--- config.mk ---
export PLATFORM = sky130hd
export DESIGN_NAME = midi_input_message_assembler_flat
export DESIGN_NICKNAME = d
export VERILOG_FILES = /design/src/rtl/mima_pkg.sv /design/src/rtl/mima_if.sv /design/src/rtl/midi_input_message_assembler.sv /design/src/rtl/mima_cfg.sv /design/src/rtl/mima_parse.sv /design/src/flat_wrapper.sv
export SDC_FILE = /design/constraint.sdc
export NUM_CORES = 1
export LEC_CHECK = 0
export BUFFER_PORTS_ARGS = -buffer_cell sky130_fd_sc_hd__buf_2
export CAP_MARGIN = 20
export CORE_ASPECT_RATIO = 0.5
export CORE_MARGIN = 2
export CORE_UTILIZATION = 60
export CTS_CLUSTER_SIZE = 10
export DETAILED_ROUTE_END_ITERATION = 10
export PLACE_DENSITY = 0.8
export SLEW_MARGIN = 0
export SYNTH_ARGS = -nofsm -noshare
export SYNTH_HDL_FRONTEND = slang
export SYNTH_SLANG_ARGS = --single-unit
--- constraint.sdc ---
create_clock -name i_clk -period 15.9 [get_ports i_clk]
set_input_delay 2.385 -clock i_clk [delete_from_list [all_inputs] [get_ports i_clk]]
set_output_delay 2.385 -clock i_clk [all_outputs]
set_load 0.01 [all_outputs]
--- src/rtl/mima_pkg.sv ---
`timescale 1ns / 1ps
// ----------------------------------------------------------------------------
// MIDI input message assembler package
// Shared types and constants for the per-device MIDI byte parser.
// ----------------------------------------------------------------------------
package mima_pkg;

    // Largest device count that the enable register can describe.
    localparam int unsigned MAX_DEVICES = 8;

    localparam logic [7:0] MIDI_SYSEX_START = 8'hF0;
    localparam logic [7:0] MIDI_SYSEX_END   = 8'hF7;
    localparam logic [3:0] MIDI_SYS_NIBBLE  = 4'hF;
    localparam logic [3:0] MIDI_PROG_NIBBLE = 4'hC;
    localparam logic [3:0] MIDI_PRES_NIBBLE = 4'hD;

    localparam logic KIND_SHORT = 1'b0;
    localparam logic KIND_SYSEX = 1'b1;

    localparam logic [15:0] SYSEX_LEN_RESET = 16'd256;

    // Register numbers, taken from paddr[3:2].
    typedef enum logic [1:0] {
        REG_ACTIVE_DEVICES = 2'd0,
        REG_DEVICE_ENABLE  = 2'd1,
        REG_SYSEX_LENGTH   = 2'd2,
        REG_UNUSED         = 2'd3
    } t_reg_index;

    typedef struct packed {
        logic [3:0]  active_devices;
        logic [7:0]  device_enable;
        logic [15:0] sysex_buffer_length;
    } t_cfg;

    typedef struct packed {
        logic [7:0]  dev_id;
        logic [7:0]  midi_byte;
        logic [31:0] timestamp;
        logic        buffer_available;
    } t_item;

    typedef struct packed {
        logic        in_sysex;
        logic [1:0]  partial_count;
        logic [23:0] partial_bytes;
        logic [7:0]  running_status;
        logic [15:0] sysex_fill;
    } t_dev_state;

    typedef struct packed {
        logic [2:0]  out_dev;
        logic        kind;
        logic [23:0] short_message;
        logic [7:0]  sysex_byte;
        logic [15:0] byte_index;
        logic        buffer_done;
        logic [31:0] event_time;
    } t_result;

endpackage

--- src/rtl/mima_if.sv ---
`timescale 1ns / 1ps
// ----------------------------------------------------------------------------
// MIDI input message assembler channels
// Valid/ready channels for received bytes and for assembled results.
// ----------------------------------------------------------------------------
interface mima_in_if;
    logic        valid;
    logic        ready;
    logic [7:0]  dev_id;
    logic [7:0]  midi_byte;
    logic [31:0] timestamp;
    logic        buffer_available;

    modport source (output valid, dev_id, midi_byte, timestamp, buffer_available,
                    input ready);
    modport sink   (input valid, dev_id, midi_byte, timestamp, buffer_available,
                    output ready);
endinterface

interface mima_out_if;
    logic        valid;
    logic        ready;
    logic [2:0]  out_dev;
    logic        kind;
    logic [23:0] short_message;
    logic [7:0]  sysex_byte;
    logic [15:0] byte_index;
    logic        buffer_done;
    logic [31:0] event_time;

    modport source (output valid, out_dev, kind, short_message, sysex_byte,
                    byte_index, buffer_done, event_time, input ready);
    modport sink   (input valid, out_dev, kind, short_message, sysex_byte,
                    byte_index, buffer_done, event_time, output ready);
endinterface

--- src/rtl/midi_input_message_assembler.sv ---
`timescale 1ns / 1ps
// ----------------------------------------------------------------------------
// MIDI input message assembler
// Per-device running-status parser turning raw MIDI bytes into short
// messages and system-exclusive buffer writes.
// ----------------------------------------------------------------------------
// Usage. Received bytes enter on the request channel i_in, each tagged with
// its device number, a timestamp and a flag saying whether the host has a
// system-exclusive buffer queued. Results leave on o_out: either a complete
// short message, or one system-exclusive byte with its buffer position and a
// flag set when the buffer is complete. A byte that completes nothing, or
// belongs to a device beyond active_devices or without its enable bit, gives
// no result. The APB port sets the device count, the enables and the buffer
// length; the user must write it only while the block is idle (unchecked).
// Results are registered: the byte in the input register is parsed there and
// its result enters the output register once free. One request is taken in
// every cycle while the output does not stall: the per-device state is read
// and written back in the same cycle that the input register's byte is
// parsed, so consecutive bytes for one device follow each other without a gap.
// When the receiver stalls, the waiting result holds in the output register
// and one further request is taken into the input register; then i_in.ready
// falls, if that byte has a result, until the output moves. Reset clears
// the configuration and every device's parsing state, buffer length 256 bytes.
// ----------------------------------------------------------------------------
module midi_input_message_assembler
    import mima_pkg::*;
#(
    parameter int unsigned NUM_DEVICES = 8
) (
    input  logic        i_clk,
    input  logic        i_rst_n,
    mima_in_if.sink     i_in,
    mima_out_if.source  o_out,
    input  logic        psel,
    input  logic        penable,
    input  logic        pwrite,
    input  logic [3:0]  paddr,
    input  logic [31:0] pwdata,
    output logic [31:0] prdata,
    output logic        pready
);

    // Only devices that the enable register can describe get storage.
    localparam int unsigned DEPTH = (NUM_DEVICES < MAX_DEVICES) ? NUM_DEVICES
                                                                : MAX_DEVICES;
    localparam int unsigned IDX_W = (DEPTH > 1) ? $clog2(DEPTH) : 1;
    localparam logic [7:0]  DEV_LIMIT = 8'(DEPTH);

    t_cfg        cfg;
    t_item       r_in;
    logic        r_in_valid;
    t_dev_state  r_state [DEPTH];
    t_result     r_out;
    logic        r_out_valid;

    logic [IDX_W-1:0] idx;
    logic             dev_ok;
    t_dev_state       cur_state;
    t_dev_state       n_state;
    logic             res_valid;
    t_result          res;
    logic             out_free;
    logic             advance;

    mima_cfg u_cfg (
        .i_clk   (i_clk),
        .i_rst_n (i_rst_n),
        .psel    (psel),
        .penable (penable),
        .pwrite  (pwrite),
        .paddr   (paddr),
        .pwdata  (pwdata),
        .prdata  (prdata),
        .pready  (pready),
        .o_cfg   (cfg)
    );

    // A byte counts only for a present device whose enable bit is set.
    assign idx    = r_in.dev_id[IDX_W-1:0];
    assign dev_ok = (r_in.dev_id < {4'd0, cfg.active_devices})
                    && (r_in.dev_id < DEV_LIMIT)
                    && cfg.device_enable[r_in.dev_id[2:0]];
    assign cur_state = r_state[idx];

    mima_parse u_parse (
        .i_item      (r_in),
        .i_state     (cur_state),
        .i_sysex_len (cfg.sysex_buffer_length),
        .o_state     (n_state),
        .o_res_valid (res_valid),
        .o_res       (res)
    );

    // The byte in the input register leaves when it makes no result, or
    // when the output register is free to take its result.
    assign out_free   = !r_out_valid || o_out.ready;
    assign advance    = r_in_valid && (!(res_valid && dev_ok) || out_free);
    assign i_in.ready = !r_in_valid || advance;

    always_ff @(posedge i_clk) begin
        if (!i_rst_n) begin
            r_in_valid <= 1'b0;
        end else if (i_in.ready) begin
            r_in_valid <= i_in.valid;
        end
    end

    always_ff @(posedge i_clk) begin
        if (i_in.ready) begin
            r_in.dev_id           <= i_in.dev_id;
            r_in.midi_byte        <= i_in.midi_byte;
            r_in.timestamp        <= i_in.timestamp;
            r_in.buffer_available <= i_in.buffer_available;
        end
    end

    always_ff @(posedge i_clk) begin
        if (!i_rst_n) begin
            for (int i = 0; i < DEPTH; i++) begin
                r_state[i] <= '0;
            end
        end else if (advance && dev_ok) begin
            r_state[idx] <= n_state;
        end
    end

    always_ff @(posedge i_clk) begin
        if (!i_rst_n) begin
            r_out_valid <= 1'b0;
        end else if (advance && dev_ok && res_valid) begin
            r_out_valid <= 1'b1;
        end else if (o_out.ready) begin
            r_out_valid <= 1'b0;
        end
    end

    always_ff @(posedge i_clk) begin
        if (advance && dev_ok && res_valid) begin
            r_out <= res;
        end
    end

    assign o_out.valid         = r_out_valid;
    assign o_out.out_dev       = r_out.out_dev;
    assign o_out.kind          = r_out.kind;
    assign o_out.short_message = r_out.short_message;
    assign o_out.sysex_byte    = r_out.sysex_byte;
    assign o_out.byte_index    = r_out.byte_index;
    assign o_out.buffer_done   = r_out.buffer_done;
    assign o_out.event_time    = r_out.event_time;

endmodule

--- src/rtl/mima_cfg.sv ---
`timescale 1ns / 1ps
// ----------------------------------------------------------------------------
// MIDI input message assembler configuration registers
// APB-style register file holding device count, enables and buffer length.
// ----------------------------------------------------------------------------
module mima_cfg
    import mima_pkg::*;
(
    input  logic        i_clk,
    input  logic        i_rst_n,
    input  logic        psel,
    input  logic        penable,
    input  logic        pwrite,
    input  logic [3:0]  paddr,
    input  logic [31:0] pwdata,
    output logic [31:0] prdata,
    output logic        pready,
    output t_cfg        o_cfg
);

    t_cfg       r_cfg;
    t_reg_index sel;

    assign sel    = t_reg_index'(paddr[3:2]);
    assign pready = 1'b1;
    assign o_cfg  = r_cfg;

    always_ff @(posedge i_clk) begin
        if (!i_rst_n) begin
            r_cfg.active_devices      <= 4'd0;
            r_cfg.device_enable       <= 8'd0;
            r_cfg.sysex_buffer_length <= SYSEX_LEN_RESET;
        end else if (psel && penable && pwrite) begin
            unique case (sel)
                REG_ACTIVE_DEVICES: r_cfg.active_devices      <= pwdata[3:0];
                REG_DEVICE_ENABLE:  r_cfg.device_enable       <= pwdata[7:0];
                REG_SYSEX_LENGTH:   r_cfg.sysex_buffer_length <= pwdata[15:0];
                default: begin
                end
            endcase
        end
    end

    always_comb begin
        unique case (sel)
            REG_ACTIVE_DEVICES: prdata = {28'd0, r_cfg.active_devices};
            REG_DEVICE_ENABLE:  prdata = {24'd0, r_cfg.device_enable};
            REG_SYSEX_LENGTH:   prdata = {16'd0, r_cfg.sysex_buffer_length};
            default:            prdata = 32'd0;
        endcase
    end

endmodule

--- src/rtl/mima_parse.sv ---
`timescale 1ns / 1ps
// ----------------------------------------------------------------------------
// MIDI input message assembler byte parser
// Given one byte and its device's state, gives the new state and any result.
// ----------------------------------------------------------------------------
module mima_parse
    import mima_pkg::*;
(
    input  t_item      i_item,
    input  t_dev_state i_state,
    input  logic [15:0] i_sysex_len,
    output t_dev_state o_state,
    output logic       o_res_valid,
    output t_result    o_res
);

    logic [7:0]  v;
    logic        sysex_sel;
    logic [16:0] next_fill;
    logic        sx_done;
    logic [1:0]  cnt_in;
    logic [1:0]  cnt_new;
    logic [23:0] bytes;
    logic [23:0] merged;
    logic [7:0]  st;
    logic [1:0]  need;
    logic        rs_usable;
    logic        orphan;
    logic [23:0] mask;

    assign v         = i_item.midi_byte;
    assign sysex_sel = (v == MIDI_SYSEX_START) || i_state.in_sysex;
    assign next_fill = {1'b0, i_state.sysex_fill} + 17'd1;
    assign rs_usable = i_state.running_status[7]
                       && (i_state.running_status[7:4] != MIDI_SYS_NIBBLE);
    assign orphan    = !v[7] && (i_state.partial_count == 2'd0) && !rs_usable;

    // Regular path: pick up the running status for a data byte that starts
    // a message, then drop the byte into the next free slot.
    always_comb begin
        if (!v[7] && i_state.partial_count == 2'd0) begin
            bytes  = {16'd0, i_state.running_status};
            cnt_in = 2'd1;
        end else begin
            bytes  = i_state.partial_bytes;
            cnt_in = (i_state.partial_count == 2'd3) ? 2'd2 : i_state.partial_count;
        end
        merged = bytes;
        unique case (cnt_in)
            2'd0:    merged[7:0]   = v;
            2'd1:    merged[15:8]  = v;
            default: merged[23:16] = v;
        endcase
        cnt_new = cnt_in + 2'd1;
        st      = merged[7:0];
        if (st[7:4] == MIDI_PROG_NIBBLE || st[7:4] == MIDI_PRES_NIBBLE) begin
            need = 2'd2;
            mask = 24'h00FFFF;
        end else if (st[7:4] == MIDI_SYS_NIBBLE) begin
            need = 2'd1;
            mask = 24'h0000FF;
        end else begin
            need = 2'd3;
            mask = 24'hFFFFFF;
        end
    end

    always_comb begin
        o_state     = i_state;
        o_res_valid = 1'b0;
        sx_done     = 1'b0;
        o_res.out_dev       = i_item.dev_id[2:0];
        o_res.kind          = KIND_SHORT;
        o_res.short_message = 24'd0;
        o_res.sysex_byte    = 8'd0;
        o_res.byte_index    = 16'd0;
        o_res.buffer_done   = 1'b0;
        o_res.event_time    = i_item.timestamp;

        if (sysex_sel) begin
            o_state.in_sysex      = 1'b1;
            o_state.partial_count = 2'd0;
            if (i_item.buffer_available) begin
                sx_done            = next_fill >= {1'b0, i_sysex_len};
                o_state.sysex_fill = next_fill[15:0];
            end
            if (v == MIDI_SYSEX_END) begin
                o_state.in_sysex = 1'b0;
                sx_done          = 1'b1;
            end
            if (i_item.buffer_available) begin
                if (sx_done) begin
                    o_state.sysex_fill = 16'd0;
                end
                o_res_valid       = 1'b1;
                o_res.kind        = KIND_SYSEX;
                o_res.sysex_byte  = v;
                o_res.byte_index  = i_state.sysex_fill;
                o_res.buffer_done = sx_done;
            end
        end else if (!orphan) begin
            o_state.partial_bytes = merged;
            if (cnt_new == 2'd1 && st[7:4] != MIDI_SYS_NIBBLE) begin
                o_state.running_status = st;
            end
            if (cnt_new == need) begin
                o_state.partial_count = 2'd0;
                o_res_valid           = 1'b1;
                o_res.short_message   = merged & mask;
            end else begin
                o_state.partial_count = cnt_new;
            end
        end
    end

endmodule
--- src/flat_wrapper.sv ---
// flat-port wrapper written by rule: the top's interface ports become plain ports
module midi_input_message_assembler_flat import mima_pkg::*;
#(
    parameter int unsigned NUM_DEVICES = 8
)
  (i_clk, i_rst_n, psel, penable, pwrite, paddr, pwdata, prdata, pready, i_in_valid, i_in_dev_id, i_in_midi_byte, i_in_timestamp, i_in_buffer_available, i_in_ready, o_out_valid, o_out_out_dev, o_out_kind, o_out_short_message, o_out_sysex_byte, o_out_byte_index, o_out_buffer_done, o_out_event_time, o_out_ready);
  mima_in_if i_in_i ();
  mima_out_if o_out_i ();
  input  logic i_clk;
  input  logic i_rst_n;
  input  logic psel;
  input  logic penable;
  input  logic pwrite;
  input  logic [3:0] paddr;
  input  logic [31:0] pwdata;
  output logic [31:0] prdata;
  output logic pready;
  input wire logic [$bits(i_in_i.valid)-1:0] i_in_valid;
  input wire logic [$bits(i_in_i.dev_id)-1:0] i_in_dev_id;
  input wire logic [$bits(i_in_i.midi_byte)-1:0] i_in_midi_byte;
  input wire logic [$bits(i_in_i.timestamp)-1:0] i_in_timestamp;
  input wire logic [$bits(i_in_i.buffer_available)-1:0] i_in_buffer_available;
  output wire logic [$bits(i_in_i.ready)-1:0] i_in_ready;
  output wire logic [$bits(o_out_i.valid)-1:0] o_out_valid;
  output wire logic [$bits(o_out_i.out_dev)-1:0] o_out_out_dev;
  output wire logic [$bits(o_out_i.kind)-1:0] o_out_kind;
  output wire logic [$bits(o_out_i.short_message)-1:0] o_out_short_message;
  output wire logic [$bits(o_out_i.sysex_byte)-1:0] o_out_sysex_byte;
  output wire logic [$bits(o_out_i.byte_index)-1:0] o_out_byte_index;
  output wire logic [$bits(o_out_i.buffer_done)-1:0] o_out_buffer_done;
  output wire logic [$bits(o_out_i.event_time)-1:0] o_out_event_time;
  input wire logic [$bits(o_out_i.ready)-1:0] o_out_ready;
  assign i_in_i.valid = i_in_valid;
  assign i_in_i.dev_id = i_in_dev_id;
  assign i_in_i.midi_byte = i_in_midi_byte;
  assign i_in_i.timestamp = i_in_timestamp;
  assign i_in_i.buffer_available = i_in_buffer_available;
  assign i_in_ready = i_in_i.ready;
  assign o_out_valid = o_out_i.valid;
  assign o_out_out_dev = o_out_i.out_dev;
  assign o_out_kind = o_out_i.kind;
  assign o_out_short_message = o_out_i.short_message;
  assign o_out_sysex_byte = o_out_i.sysex_byte;
  assign o_out_byte_index = o_out_i.byte_index;
  assign o_out_buffer_done = o_out_i.buffer_done;
  assign o_out_event_time = o_out_i.event_time;
  assign o_out_i.ready = o_out_ready;
  midi_input_message_assembler #(.NUM_DEVICES(NUM_DEVICES)) u_core (.i_clk(i_clk), .i_rst_n(i_rst_n), .i_in(i_in_i), .o_out(o_out_i), .psel(psel), .penable(penable), .pwrite(pwrite), .paddr(paddr), .pwdata(pwdata), .prdata(prdata), .pready(pready));
endmodule
==> impl_metrics.csv, run 1 <==
group,metric,value,unit
run_status,status,"finished clean",
pwr,power.internal,2590,uW
placement,gp_congestion,0.865,
clock_network,tritoncts,"built",
synthesis,synth_top_family_by_area,"multiplexers",
detailed_routing,wirelength,61300,um
synthesis,synth_compound_area_share,4.14,%
pwr,power.density_cell_area,119,mW/mm2
synthesis,syn_avg_cell_area,14.3,um2
flow_run,maxCapViolCount,0,
grt,grt_pass1_vias,16100,
critical_path,start_kind,"flip-flop",
min_path,hp-class,"reg -> reg",
cells_and_area,layout-area-overhead-vs-synth,10.6,%
synthesis,synthFlopType,"edfxtp_1",
synthesis,synthAdderAreaFrac,1.11,%
synthesis,synth_edf_count,542,
critical_path,cp.required,13.52,ns
pwr,p_total,3400,uW
synthesis,synth.distinct_cells,78,
synthesis,syn_area,0.0259,mm2
critical_path,crit_path_max_fanout,51,
clock_network,path_clk_slew,0.05,ns
floorplanning,core-area,0.0422,mm2
sta,finalSetupTns,0,ns
cells_and_area,final_area,0.0286,mm2
detailed_routing,wl_per_cell,24.0,um
floorplanning,io_pins,212,
detailed_routing,drc_errors,0,
grt,grt_max_degree,64,
placement,port_buffers,176,
cells_and_area,multi_input_area,0.00784,mm2
clock_network,cts_max_level,3,
critical_path,slowest_delay,0.94,ns
critical_path,path_class,"reg -> out",
synthesis,ys_warn_count,0,
placement,dp_hpwl,34300,um
cells_and_area,drive_above_1_share,21.9,%
grt,grt-ovfl-total,0,
floorplanning,rows,53,
clock_network,postCtsSetupBuffers,0,
cells_and_area,final.fill_count,2814,
synthesis,ys_ff_latch,575,
detailed_routing,antenna_left,0,
pwr,pwr-share-clk,40.0,%
critical_path,cp_num_buf_inv,4,
clock_network,holdBufCountCts,0,
cells_and_area,regArea,0.0169,mm2
clock_network,cts_inserted_buffers,67,
grt,grt_antenna_before_repair,0,
sta,rsz0062_at_grt,"false",
sta,timing.final.crit_share,63.0,%
floorplanning,die_area,0.0449,mm2
synthesis,yosys.area_share.simple,12.0,%
pwr,p_sw_share,23.9,%
clock_network,post_cts_resized,0,
detailed_routing,via_count,15900,
sta,hold_viol,0,
floorplanning,die_height,151,um
pwr,seqPwrFrac,50.6,%
clock_network,root_buffer,"clkbuf_16",
floorplanning,die_x,298,um
grt,grtUsageTotal,27.4,%
min_path,hp-start,"u_core.r_in[8]$_DFFE_PN_",
cells_and_area,nets,2079,
synthesis,syn_inst,1802,
detailed_routing,drt_iter0_markers,1970,
cells_and_area,antennaDiodeCount,0,
sta,fin_worst_skew,0.0273,ns
pwr,power_frac_comb,9.4,%
pwr,ir_drop,0.0000682,V
sta,post-route-min-period,10.01,ns
sta,slew-limit-headroom,25.2,%
detailed_routing,dr.pass1.iters,5,
grt,grt_pass1_wl,91400,um
sta,drv_slew,0,
pwr,leakagePower,0.0102,uW
critical_path,worstSetupEndpointType,"output pin",
critical_path,cpMostUsedCell,"nand2_1",
critical_path,critical_path.cell_chain,"buf_4 > mux4_2 > mux2i_4 > nand2_1 > nand2_1 > ha_1 > clkinv_1 > a311o_1 > o211ai_1 > nand4_1 > and2_1 > a21oi_4 > inv_2 > buf_2",
synthesis,yosysSeqAreaShare,65.5,%
detailed_routing,vias_per_cell,6.22,
critical_path,cp.arrival,7.63,ns
synthesis,synthMuxAreaShare,12.3,%
clock_network,clockBufferDepth,3,
floorplanning,start_util,61.2,%
clock_network,clock_sinks,575,
pwr,switching_power,812,uW
sta,setup_viol,0,
critical_path,cp_slowest_cell,"dfxtp_4",
placement,dpl_cell_area,0.0267,mm2
sta,tightest_slew,1.11,ns
synthesis,synth-xor-area-share,0.440,%
sta,clock.fmax,99.9,MHz
sta,hold-worst-slack,0.415,ns
clock_network,clk_latency,0.59,ns
synthesis,synthArstFlopShare,0,%
critical_path,path_delay_family,"buffers and inverters",
-- stage by stage --
stage	setup WS [ns]	util (%)	instances
floorplan	9.14	-	1817
global placement	6.71	63.2	2467
detailed placement	6.54	63.3	2469
CTS	5.88	67.7	2556
global route	5.44	67.7	2559
finish	5.89	67.7	2559
-- placed cells by master, fill, tap and decap left out, types with 4 or more instances in the layout --
cell and n:
edfxtp_1 542, nor2_1 478, buf_2 179, mux4_2 88
clkbuf_16 70, nand2_1 67, mux2i_1 51, a21oi_1 37
dfxtp_1 30, inv_1 29, mux2_2 27, buf_4 26
nor2b_1 24, ha_1 23, nand3_1 21, conb_1 17
a21boi_0 16, and2_1 14, a22oi_1 14, o21ai_0 13
mux4_1 12, nor4_1 12, and3_1 12, clkbuf_1 12
nor3_1 11, xnor2_1 11, nand4_1 10, a311oi_1 10
o21ai_1 9, nand4_4 8, nand2_2 8, a22o_1 6
o211ai_1 6, a211oi_1 5, nand3b_1 5, o221ai_1 4
o22a_1 4, a31oi_1 4
-- sequential cells by signal (all words and copies together) (netlist names), 3 cells and up, named ones only --
| signal | count |
|---|---|
| u_core.o_out.short_message | 24 |
| u_core.idx | 3 |
| u_core.r_state | 408 |
| u_core.o_out.byte_index | 16 |
| u_core.r_in | 46 |
| u_core.o_out.event_time | 32 |
| u_core.u_cfg.o_cfg | 28 |
| u_core.o_out.sysex_byte | 8 |
| u_core.o_out.out_dev | 3 |
-- synthesized netlist by cell type (9+ instances only) --
| cell | n | area share [%] |
|---|---|---|
| mux4_1 | 12 | 1.2 |
| o21ai_0 | 13 | 0.25 |
| clkbuf_1 | 28 | 0.41 |
| a21boi_0 | 16 | 0.46 |
| a22oi_1 | 14 | 0.41 |
| a21oi_1 | 38 | 0.74 |
| nor3_1 | 11 | 0.21 |
| nor2b_1 | 24 | 0.58 |
| inv_1 | 30 | 0.44 |
| mux2i_1 | 51 | 2.0 |
| nand4_1 | 10 | 0.24 |
| nor2_1 | 478 | 6.9 |
| and2_1 | 14 | 0.34 |
| o21ai_1 | 9 | 0.17 |
| buf_2 | 15 | 0.29 |
| nor4_1 | 12 | 0.29 |
| nand2_1 | 67 | 0.97 |
| edfxtp_1 | 542 | 63 |
| mux2_2 | 27 | 1.2 |
| nand3_1 | 21 | 0.41 |
| and3_1 | 12 | 0.29 |
| a311oi_1 | 10 | 0.34 |
| dfxtp_1 | 33 | 2.6 |
| mux4_2 | 88 | 7.7 |
| xnor2_1 | 11 | 0.37 |
| buf_4 | 24 | 0.70 |
| ha_1 | 23 | 1.1 |
| buf_6 | 50 | 2.2 |
-- power groups by stage --
stage          Clock (uW)  Combinational, uW  Sequential, uW
5_1_grt              1440                342            1730
3_5_place_dp            0                309            1750
6_report             1360                318            1720
2_1_floorplan           0                238            1740
3_3_place_gp            0                302            1750
4_1_cts              1380                312            1720
-- worst register-to-register path, stage by stage (launching register included) --
cell,delay (ns)
dfxtp_4,0.94
buf_4,1.00
mux4_2,0.70
mux2i_4,0.25
nand2_1,0.08
nand2_1,0.19
ha_1,0.78
clkinv_1,0.53
a311o_1,0.49
o211ai_1,0.31
nand4_1,0.53
a311o_1,0.79
nand4_4,0.19
buf_4,0.65
nand2_2,0.53
buf_4,0.49
-- per-layer routing --
layer	vias to the layer above	share of wire (%)	global-route usage, %
li1	6950	-	-
met1	7828	38	36.3
met2	1013	49	45.9
met3	121	11	5.39
met4	0	2.6	10.3
met5	-	0	0
-- cell families (layout without fill, tap and decap cells) --
family | after synthesis | count (layout)
other | 2 | 17
adders and majority gates | 23 | 23
DFF | 575 | 575
and+or+nand+nor | 694 | 694
xor gates and xnor gates | 13 | 13
muxes | 183 | 183
buffers and inverters | 162 | 327
AOI/OAI and AO/OA | 150 | 150
-- worst paths after layout --
path                                                to  slack [ns]  depth (start not counted)
setup / recovery                            i_in_ready        5.89                         14
setup reg to reg   u_core.r_state[5][19]$_SDFFCE_PN0P_        7.08                         15
hold / removal    u_core.o_out.event_time[7]$_DFFE_PP_        0.42                          0
hold reg to reg   u_core.o_out.event_time[7]$_DFFE_PP_        0.42                          0
-- cell type report --
type                       instances  share of cell area (%)
clock buffer                      82                    6.28
clock inverter                     5                   0.210
inverter                          33                   0.451
multi-input combinational       1080                    27.4
sequential                       575                    59.3
tap                              577                    2.52
timing repair buffer             207                    3.87
Power figures use the tool's default switching activity.
==> run 2, diff against run 1 <==
--- a/config.mk
+++ b/config.mk
@@ -5,6 +5,7 @@
 export SDC_FILE = /design/constraint.sdc
 export NUM_CORES = 1
 export LEC_CHECK = 0
+export ABC_AREA = 1
 export BUFFER_PORTS_ARGS = -buffer_cell sky130_fd_sc_hd__buf_2
 export CAP_MARGIN = 20
 export CORE_ASPECT_RATIO = 0.5
==> constraint.sdc (replaced) <==
create_clock -name i_clk -period 9.6 [get_ports i_clk]
set_input_delay 1.44 -clock i_clk [delete_from_list [all_inputs] [get_ports i_clk]]
set_output_delay 1.44 -clock i_clk [all_outputs]
set_load 0.01 [all_outputs]
==> impl_metrics.csv, run 2 <==
group,metric,value,unit
run_status,status,"finished clean",
cells_and_area,layout_commonest_cell,"nor2_1",
cells_and_area,largest_register,"u_core.r_state",
floorplanning,core-area,0.0433,mm2
sta,hold_viol,0,
floorplanning,die_height,152,um
synthesis,yosys-top-cells-area,"edfxtp_1 62%, nor2_1 11%, o21ai_0 4.7%",
pwr,leakagePower,0.0113,uW
synthesis,synth_top_area_share,62.2,%
floorplanning,start_util,60.4,%
detailed_routing,antenna_left,0,
clock_network,clk_latency,0.61,ns
cells_and_area,final.fill_count,3085,
synthesis,synthArstFlopShare,0,%
detailed_routing,wl_per_cell,20.6,um
detailed_routing,drt_iter0_markers,2494,
sta,timing.final.crit_share,74.4,%
synthesis,ys_ff_latch,575,
synthesis,yosys.area_share.simple,17.8,%
sta,post-route-min-period,7.14,ns
clock_network,root_buffer,"clkbuf_16",
synthesis,synthFlopType,"edfxtp_1",
floorplanning,die_area,0.0454,mm2
detailed_routing,drc_errors,0,
synthesis,synth.distinct_cells,47,
floorplanning,io_pins,212,
synthesis,synth_compound_area_share,9.26,%
placement,dp_hpwl,37900,um
cells_and_area,multi_input_area,0.00752,mm2
grt,grtUsageTotal,29.3,%
critical_path,path_class,"reg -> reg",
placement,placed_cells,3179,
cells_and_area,regArea,0.0169,mm2
clock_network,clock_sinks,575,
synthesis,syn_avg_cell_area,10.4,um2
placement,gp_congestion,0.924,
cells_and_area,layout-area-overhead-vs-synth,10.7,%
clock_network,postCtsSetupBuffers,0,
synthesis,yosysMostFrequentCell,"nor2_1",
cells_and_area,finalNonFillerCells,3277,
clock_network,path_clk_slew,0.06,ns
cells_and_area,nets,2777,
cells_and_area,drive_above_1_share,13.1,%
sta,finalSetupTns,0,ns
synthesis,synth_top_family_by_area,"simple AND/OR/NAND/NOR gates",
clock_network,holdBufCountCts,0,
cells_and_area,layout_common_cells,"737 x nor2_1, 542 x edfxtp_1, 268 x nand2_1",
detailed_routing,via_count,19500,
clock_network,cts_inserted_buffers,67,
synthesis,synth-xor-area-share,0.268,%
sta,fin_worst_skew,0.0300,ns
detailed_routing,vias_per_cell,5.95,
sta,setup_viol,0,
grt,grt_antenna_before_repair,1,
sta,tightest_slew,0.984,ns
sta,clock.fmax,140,MHz
critical_path,cp.required,9.92,ns
critical_path,start_kind,"flip-flop",
clock_network,tritoncts,"built",
grt,grt_pass1_vias,18700,
synthesis,synthTopCellsByCount,"737 x nor2_1, 542 x edfxtp_1, 277 x nand2_1, 243 x o21ai_0, 146 x inv_1",
synthesis,syn_area,0.0262,mm2
placement,port_buffers,176,
clock_network,post_cts_resized,0,
critical_path,crit_path_max_fanout,64,
synthesis,ys_warn_count,0,
grt,grt-ovfl-total,0,
min_path,hp-class,"reg -> reg",
pwr,p_total,5690,uW
critical_path,cp.arrival,7.46,ns
floorplanning,die_x,299,um
synthesis,syn_inst,2526,
sta,slew-limit-headroom,34.4,%
sta,rsz0062_at_grt,"false",
cells_and_area,largest_reg_flops,408,
grt,grt_pass1_wl,101000,um
pwr,power.density_cell_area,196,mW/mm2
sta,drv_slew,0,
cells_and_area,post-route-util,66.9,%
detailed_routing,dr.pass1.iters,6,
pwr,ir_drop,0.000152,V
clock_network,cts_max_level,3,
clock_network,clockBufferDepth,3,
flow_run,maxCapViolCount,0,
synthesis,synthMuxAreaShare,0,%
synthesis,yosysSeqAreaShare,64.8,%
critical_path,worstSetupEndpointType,"flip-flop",
synthesis,synthAdderAreaFrac,1.10,%
sta,hold-worst-slack,0.412,ns
synthesis,synth_edf_count,542,
detailed_routing,wirelength,67400,um
grt,grt_max_degree,162,
synthesis,yosys.area.top_type,"edfxtp_1",
cells_and_area,antennaDiodeCount,0,
floorplanning,rows,54,
## run 2: changes by cell type in the layout (fill, tap and decap cells not counted), sizes merged, moves of 52 or more
| cell | delta |
|---|---|
| o22ai | +66 |
| nor2 | +263 |
| mux2i | -52 |
| inv | +134 |
| o21ai | +269 |
| nand2 | +208 |
| mux4 | -100 |
## run 2: kinds of logic (layout without fill, tap and decap cells)
family,Yosys count,count (layout)
AOI/OAI and AO/OA,446,446
xor gates and xnor gates,8,8
adders and majority gates,23,23
buffers and inverters,335,483
DFF,575,575
other,2,17
and+or+nand+nor,1137,1137
## run 2: area by class of cell
class                      instances  area share, %
timing repair buffer             214           4.18
inverter                         173           2.29
multi-input combinational       1631           26.0
sequential                       575           58.5
tap                              588           2.54
clock buffer                      91           6.25
clock inverter                     5          0.251
## run 2: layer usage
| metal | track usage, % | vias to the layer above | share of wire [%] |
|---|---|---|---|
| met4 | 12.9 | 2 | 3.7 |
| li1 | - | 8853 | - |
| met1 | 37.9 | 9206 | 37 |
| met3 | 6.77 | 196 | 12 |
| met2 | 48.1 | 1243 | 47 |
| met5 | 0 | - | 0.024 |
## run 2: metrics by stage
stage | area (um2) | setup slack (ns)
floorplan | 26200 | 4.30
global placement | 27000 | 2.81
detailed placement | 27000 | 2.68
CTS | 28900 | 2.67
global route | 29000 | 2.03
finish | 29000 | 2.46
## run 2: worst max-delay path, stage by stage, from the launching register on
cell and delay (ns):
dfxtp_4 0.50, inv_4 0.50, buf_4 0.64, nand2_1 0.10, nand2_1 0.09, nand2_1 0.05
nand3_1 0.16, nand2_2 0.13, nand3_4 0.26, inv_2 0.08, a31oi_1 0.34, ha_1 0.52
inv_1 0.27, nand3_1 0.15, nand2_1 0.16, nand3_1 0.16, nand2_1 0.07, nand2_1 0.13
nand3_2 0.18, nand2_4 0.18, nand2_8 0.14, nand4_4 0.10, buf_4 0.66, nand2_2 0.72
buf_4 0.48
## run 2: worst paths after layout
path / start / to / slack, ns / depth (start not counted)
hold / removal: u_core.r_in[2]$_DFFE_PN_ / u_core.o_out.event_time[1]$_DFFE_PP_ / 0.41 / 0
hold reg to reg: u_core.r_in[2]$_DFFE_PN_ / u_core.o_out.event_time[1]$_DFFE_PP_ / 0.41 / 0
setup reg to reg: flip-flop / u_core.r_state[7][47]$_SDFFCE_PN0P_ / 2.46 / 24
setup / recovery: flip-flop / u_core.r_state[7][47]$_SDFFCE_PN0P_ / 2.46 / 24
## run 2: where the power goes
part | internal (uW) | leakage (uW) | switching (uW)
combinational | 140 | 0.00464 | 443
sequential | 2810 | 0.00573 | 32.2
clock | 1310 | 0.000904 | 954
total | 4260 | 0.0113 | 1430
==> run 3, diff against run 2 <==
--- a/config.mk
+++ b/config.mk
@@ -10,10 +10,10 @@
 export CAP_MARGIN = 20
 export CORE_ASPECT_RATIO = 0.5
 export CORE_MARGIN = 2
-export CORE_UTILIZATION = 60
+export CORE_UTILIZATION = 54
 export CTS_CLUSTER_SIZE = 10
 export DETAILED_ROUTE_END_ITERATION = 10
-export PLACE_DENSITY = 0.8
+export PLACE_DENSITY = 0.76
 export SLEW_MARGIN = 0
 export SYNTH_ARGS = -nofsm -noshare
 export SYNTH_HDL_FRONTEND = slang
==> constraint.sdc (replaced) <==
create_clock -name i_clk -period 5.8 [get_ports i_clk]
set_input_delay 0.87 -clock i_clk [delete_from_list [all_inputs] [get_ports i_clk]]
set_output_delay 0.87 -clock i_clk [all_outputs]
set_load 0.01 [all_outputs]
==> impl_metrics.csv, run 3 (synthesis results as in run 2) <==
group,metric,value,unit
floorplanning,rows,56,
clock_network,postCtsSetupBuffers,0,
sta,drv_slew,0,
critical_path,start_kind,"flip-flop",
clock_network,root_buffer,"clkbuf_16",
detailed_routing,wl_per_cell,20.5,um
placement,dp_hpwl,37900,um
pwr,seqPwrFrac,50.2,%
critical_path,crit_path_max_fanout,31,
detailed_routing,via_count,19300,
flow_run,maxCapViolCount,0,
floorplanning,die_area,0.0503,mm2
critical_path,cp.arrival,4.45,ns
detailed_routing,drt_iter0_markers,2423,
floorplanning,die_x,315,um
detailed_routing,wirelength,68200,um
clock_network,cts_max_level,3,
sta,hold_viol,0,
clock_network,clockBufferDepth,3,
cells_and_area,final_area,0.0291,mm2
placement,dp_slack,0.895,ns
floorplanning,die_height,160,um
clock_network,path_clk_slew,0.06,ns
critical_path,slowest_delay,0.52,ns
sta,finalSetupTns,0,ns
grt,grt_antenna_before_repair,0,
grt,grtUsageTotal,26.6,%
sta,setup_viol,0,
detailed_routing,dr.pass1.iters,6,
clock_network,tritoncts,"built",
floorplanning,core-area,0.0473,mm2
floorplanning,start_util,55.3,%
sta,timing.final.crit_share,91.7,%
critical_path,cp.required,4.93,ns
grt,grt_max_degree,118,
run_status,status,"finished clean",
grt,grt_pass1_wl,103000,um
grt,grt-ovfl-total,0,
pwr,p_sw_share,25.1,%
cells_and_area,drive_above_1_share,13.3,%
clock_network,holdBufCountCts,0,
placement,gp_congestion,0.891,
critical_path,worstSetupEndpointType,"output pin",
cells_and_area,antennaDiodeCount,0,
pwr,ir_drop,0.000372,V
pwr,power.density_cell_area,321,mW/mm2
critical_path,r2r_end,"u_core.r_state[1][15]$_SDFFCE_PN0P_",
sta,rsz0062_at_grt,"false",
critical_path,path_depth,18,
sta,post-route-min-period,5.32,ns
critical_path,r2r_slack,0.68,ns
placement,dpl_cell_area,0.0273,mm2
critical_path,cpMostUsedCell,"nand3_1",
clock_network,cts_inserted_buffers,67,
cells_and_area,nets,2781,
cells_and_area,largest_register,"u_core.r_state",
cells_and_area,multi_input_area,0.00752,mm2
sta,tightest_slew,1.09,ns
critical_path,cp-endpoint,"i_in_ready",
detailed_routing,vias_per_cell,5.81,
clock_network,post_cts_resized,0,
detailed_routing,antenna_left,0,
pwr,leakagePower,0.0113,uW
critical_path,critical_path.cell_chain,"inv_2 > nand3_1 > nand3_1 > nand2_2 > nand3_4 > inv_2 > a31oi_1 > ha_1 > inv_1 > nand3_1 > nand2_1 > nand3_1 > nand2_1 > nand2_1 > nand3_2 > nand2_4 > nand3_2 > buf_2",
critical_path,path_class,"reg -> out",
placement,port_buffers,176,
cells_and_area,regArea,0.0169,mm2
pwr,switching_power,2350,uW
min_path,hp-class,"reg -> reg",
pwr,power_frac_comb,10.5,%
cells_and_area,layout_common_cells,"737 x nor2_1, 542 x edfxtp_1, 268 x nand2_1",
cells_and_area,layout_commonest_cell,"nor2_1",
clock_network,clk_latency,0.58,ns
pwr,pwr-share-clk,39.4,%
min_path,worstHoldPathCells,0,
cells_and_area,layout-area-overhead-vs-synth,11.4,%
sta,clock.fmax,188,MHz
sta,hold-worst-slack,0.409,ns
grt,grt_pass1_vias,18700,
cells_and_area,largest_reg_flops,408,
sta,fin_worst_skew,0.0209,ns
detailed_routing,drc_errors,0,
sta,worst_slack,0.481,ns
sta,slew-limit-headroom,27.0,%
critical_path,cp_num_buf_inv,4,
floorplanning,io_pins,212,
critical_path,cp_slowest_cell,"inv_2",
critical_path,reg2reg_depth,27,
cells_and_area,final.fill_count,3675,
clock_network,clock_sinks,575,
critical_path,path_delay_family,"simple AND/OR/NAND/NOR gates",
pwr,power.internal,7010,uW
==> run 3: changes by cell type in the layout (fill, tap and decap cells not counted), sizes merged <==
cell    previous run  this run
clkbuf            92        83
buf              213       218
inv              168       170
clkinv             9         8
==> run 3: per-stage QoR <==
stage	utilization, %	power [uW]	cells
after CTS	61.6	9360	3324
after global routing	61.6	9640	3324
after floorplan	-	5440	2541
after detailed placement	57.7	5730	3235
after global placement	57.7	5700	3235
final	61.6	9360	3324
==> run 3: area by class of cell <==
cell class	instances	area share [%]
flip-flops and latches	575	58.2
inverters	173	2.27
clock buffers	83	6.04
multi-input cells	1631	25.8
clock inverters	6	0.253
well taps	638	2.74
repair buffers	218	4.71
==> run 3: worst min path at each step <==
stage                     slack [ns]                                     to                       from
final                           0.41   u_core.o_out.event_time[3]$_DFFE_PP_   u_core.r_in[4]$_DFFE_PN_
after global routing            0.42   u_core.o_out.event_time[3]$_DFFE_PP_   u_core.r_in[4]$_DFFE_PN_
after CTS                       0.41   u_core.o_out.event_time[3]$_DFFE_PP_   u_core.r_in[4]$_DFFE_PN_
after detailed placement        0.40  u_core.o_out.event_time[17]$_DFFE_PP_  u_core.r_in[18]$_DFFE_PN_
after global placement          0.40   u_core.o_out.event_time[8]$_DFFE_PP_   u_core.r_in[9]$_DFFE_PN_
after floorplan                 0.40   u_core.o_out.event_time[0]$_DFFE_PP_   u_core.r_in[1]$_DFFE_PN_
==> run 3: power groups by stage <==
stage | Combinational, uW | Clock [uW] | Sequential [uW]
6_report | 978 | 3690 | 4690
4_1_cts | 961 | 3700 | 4690
3_3_place_gp | 930 | 0 | 4770
3_5_place_dp | 952 | 0 | 4780
5_1_grt | 1070 | 3870 | 4700
2_1_floorplan | 668 | 0 | 4770
==> run 3: metal layers <==
layer	global-route usage, %	up-vias	part of all wire [%]
met5	0	-	0
met4	10.2	0	3.3
met3	5.13	182	10
met2	43.3	1116	47
met1	35.8	9180	39
li1	-	8846	-
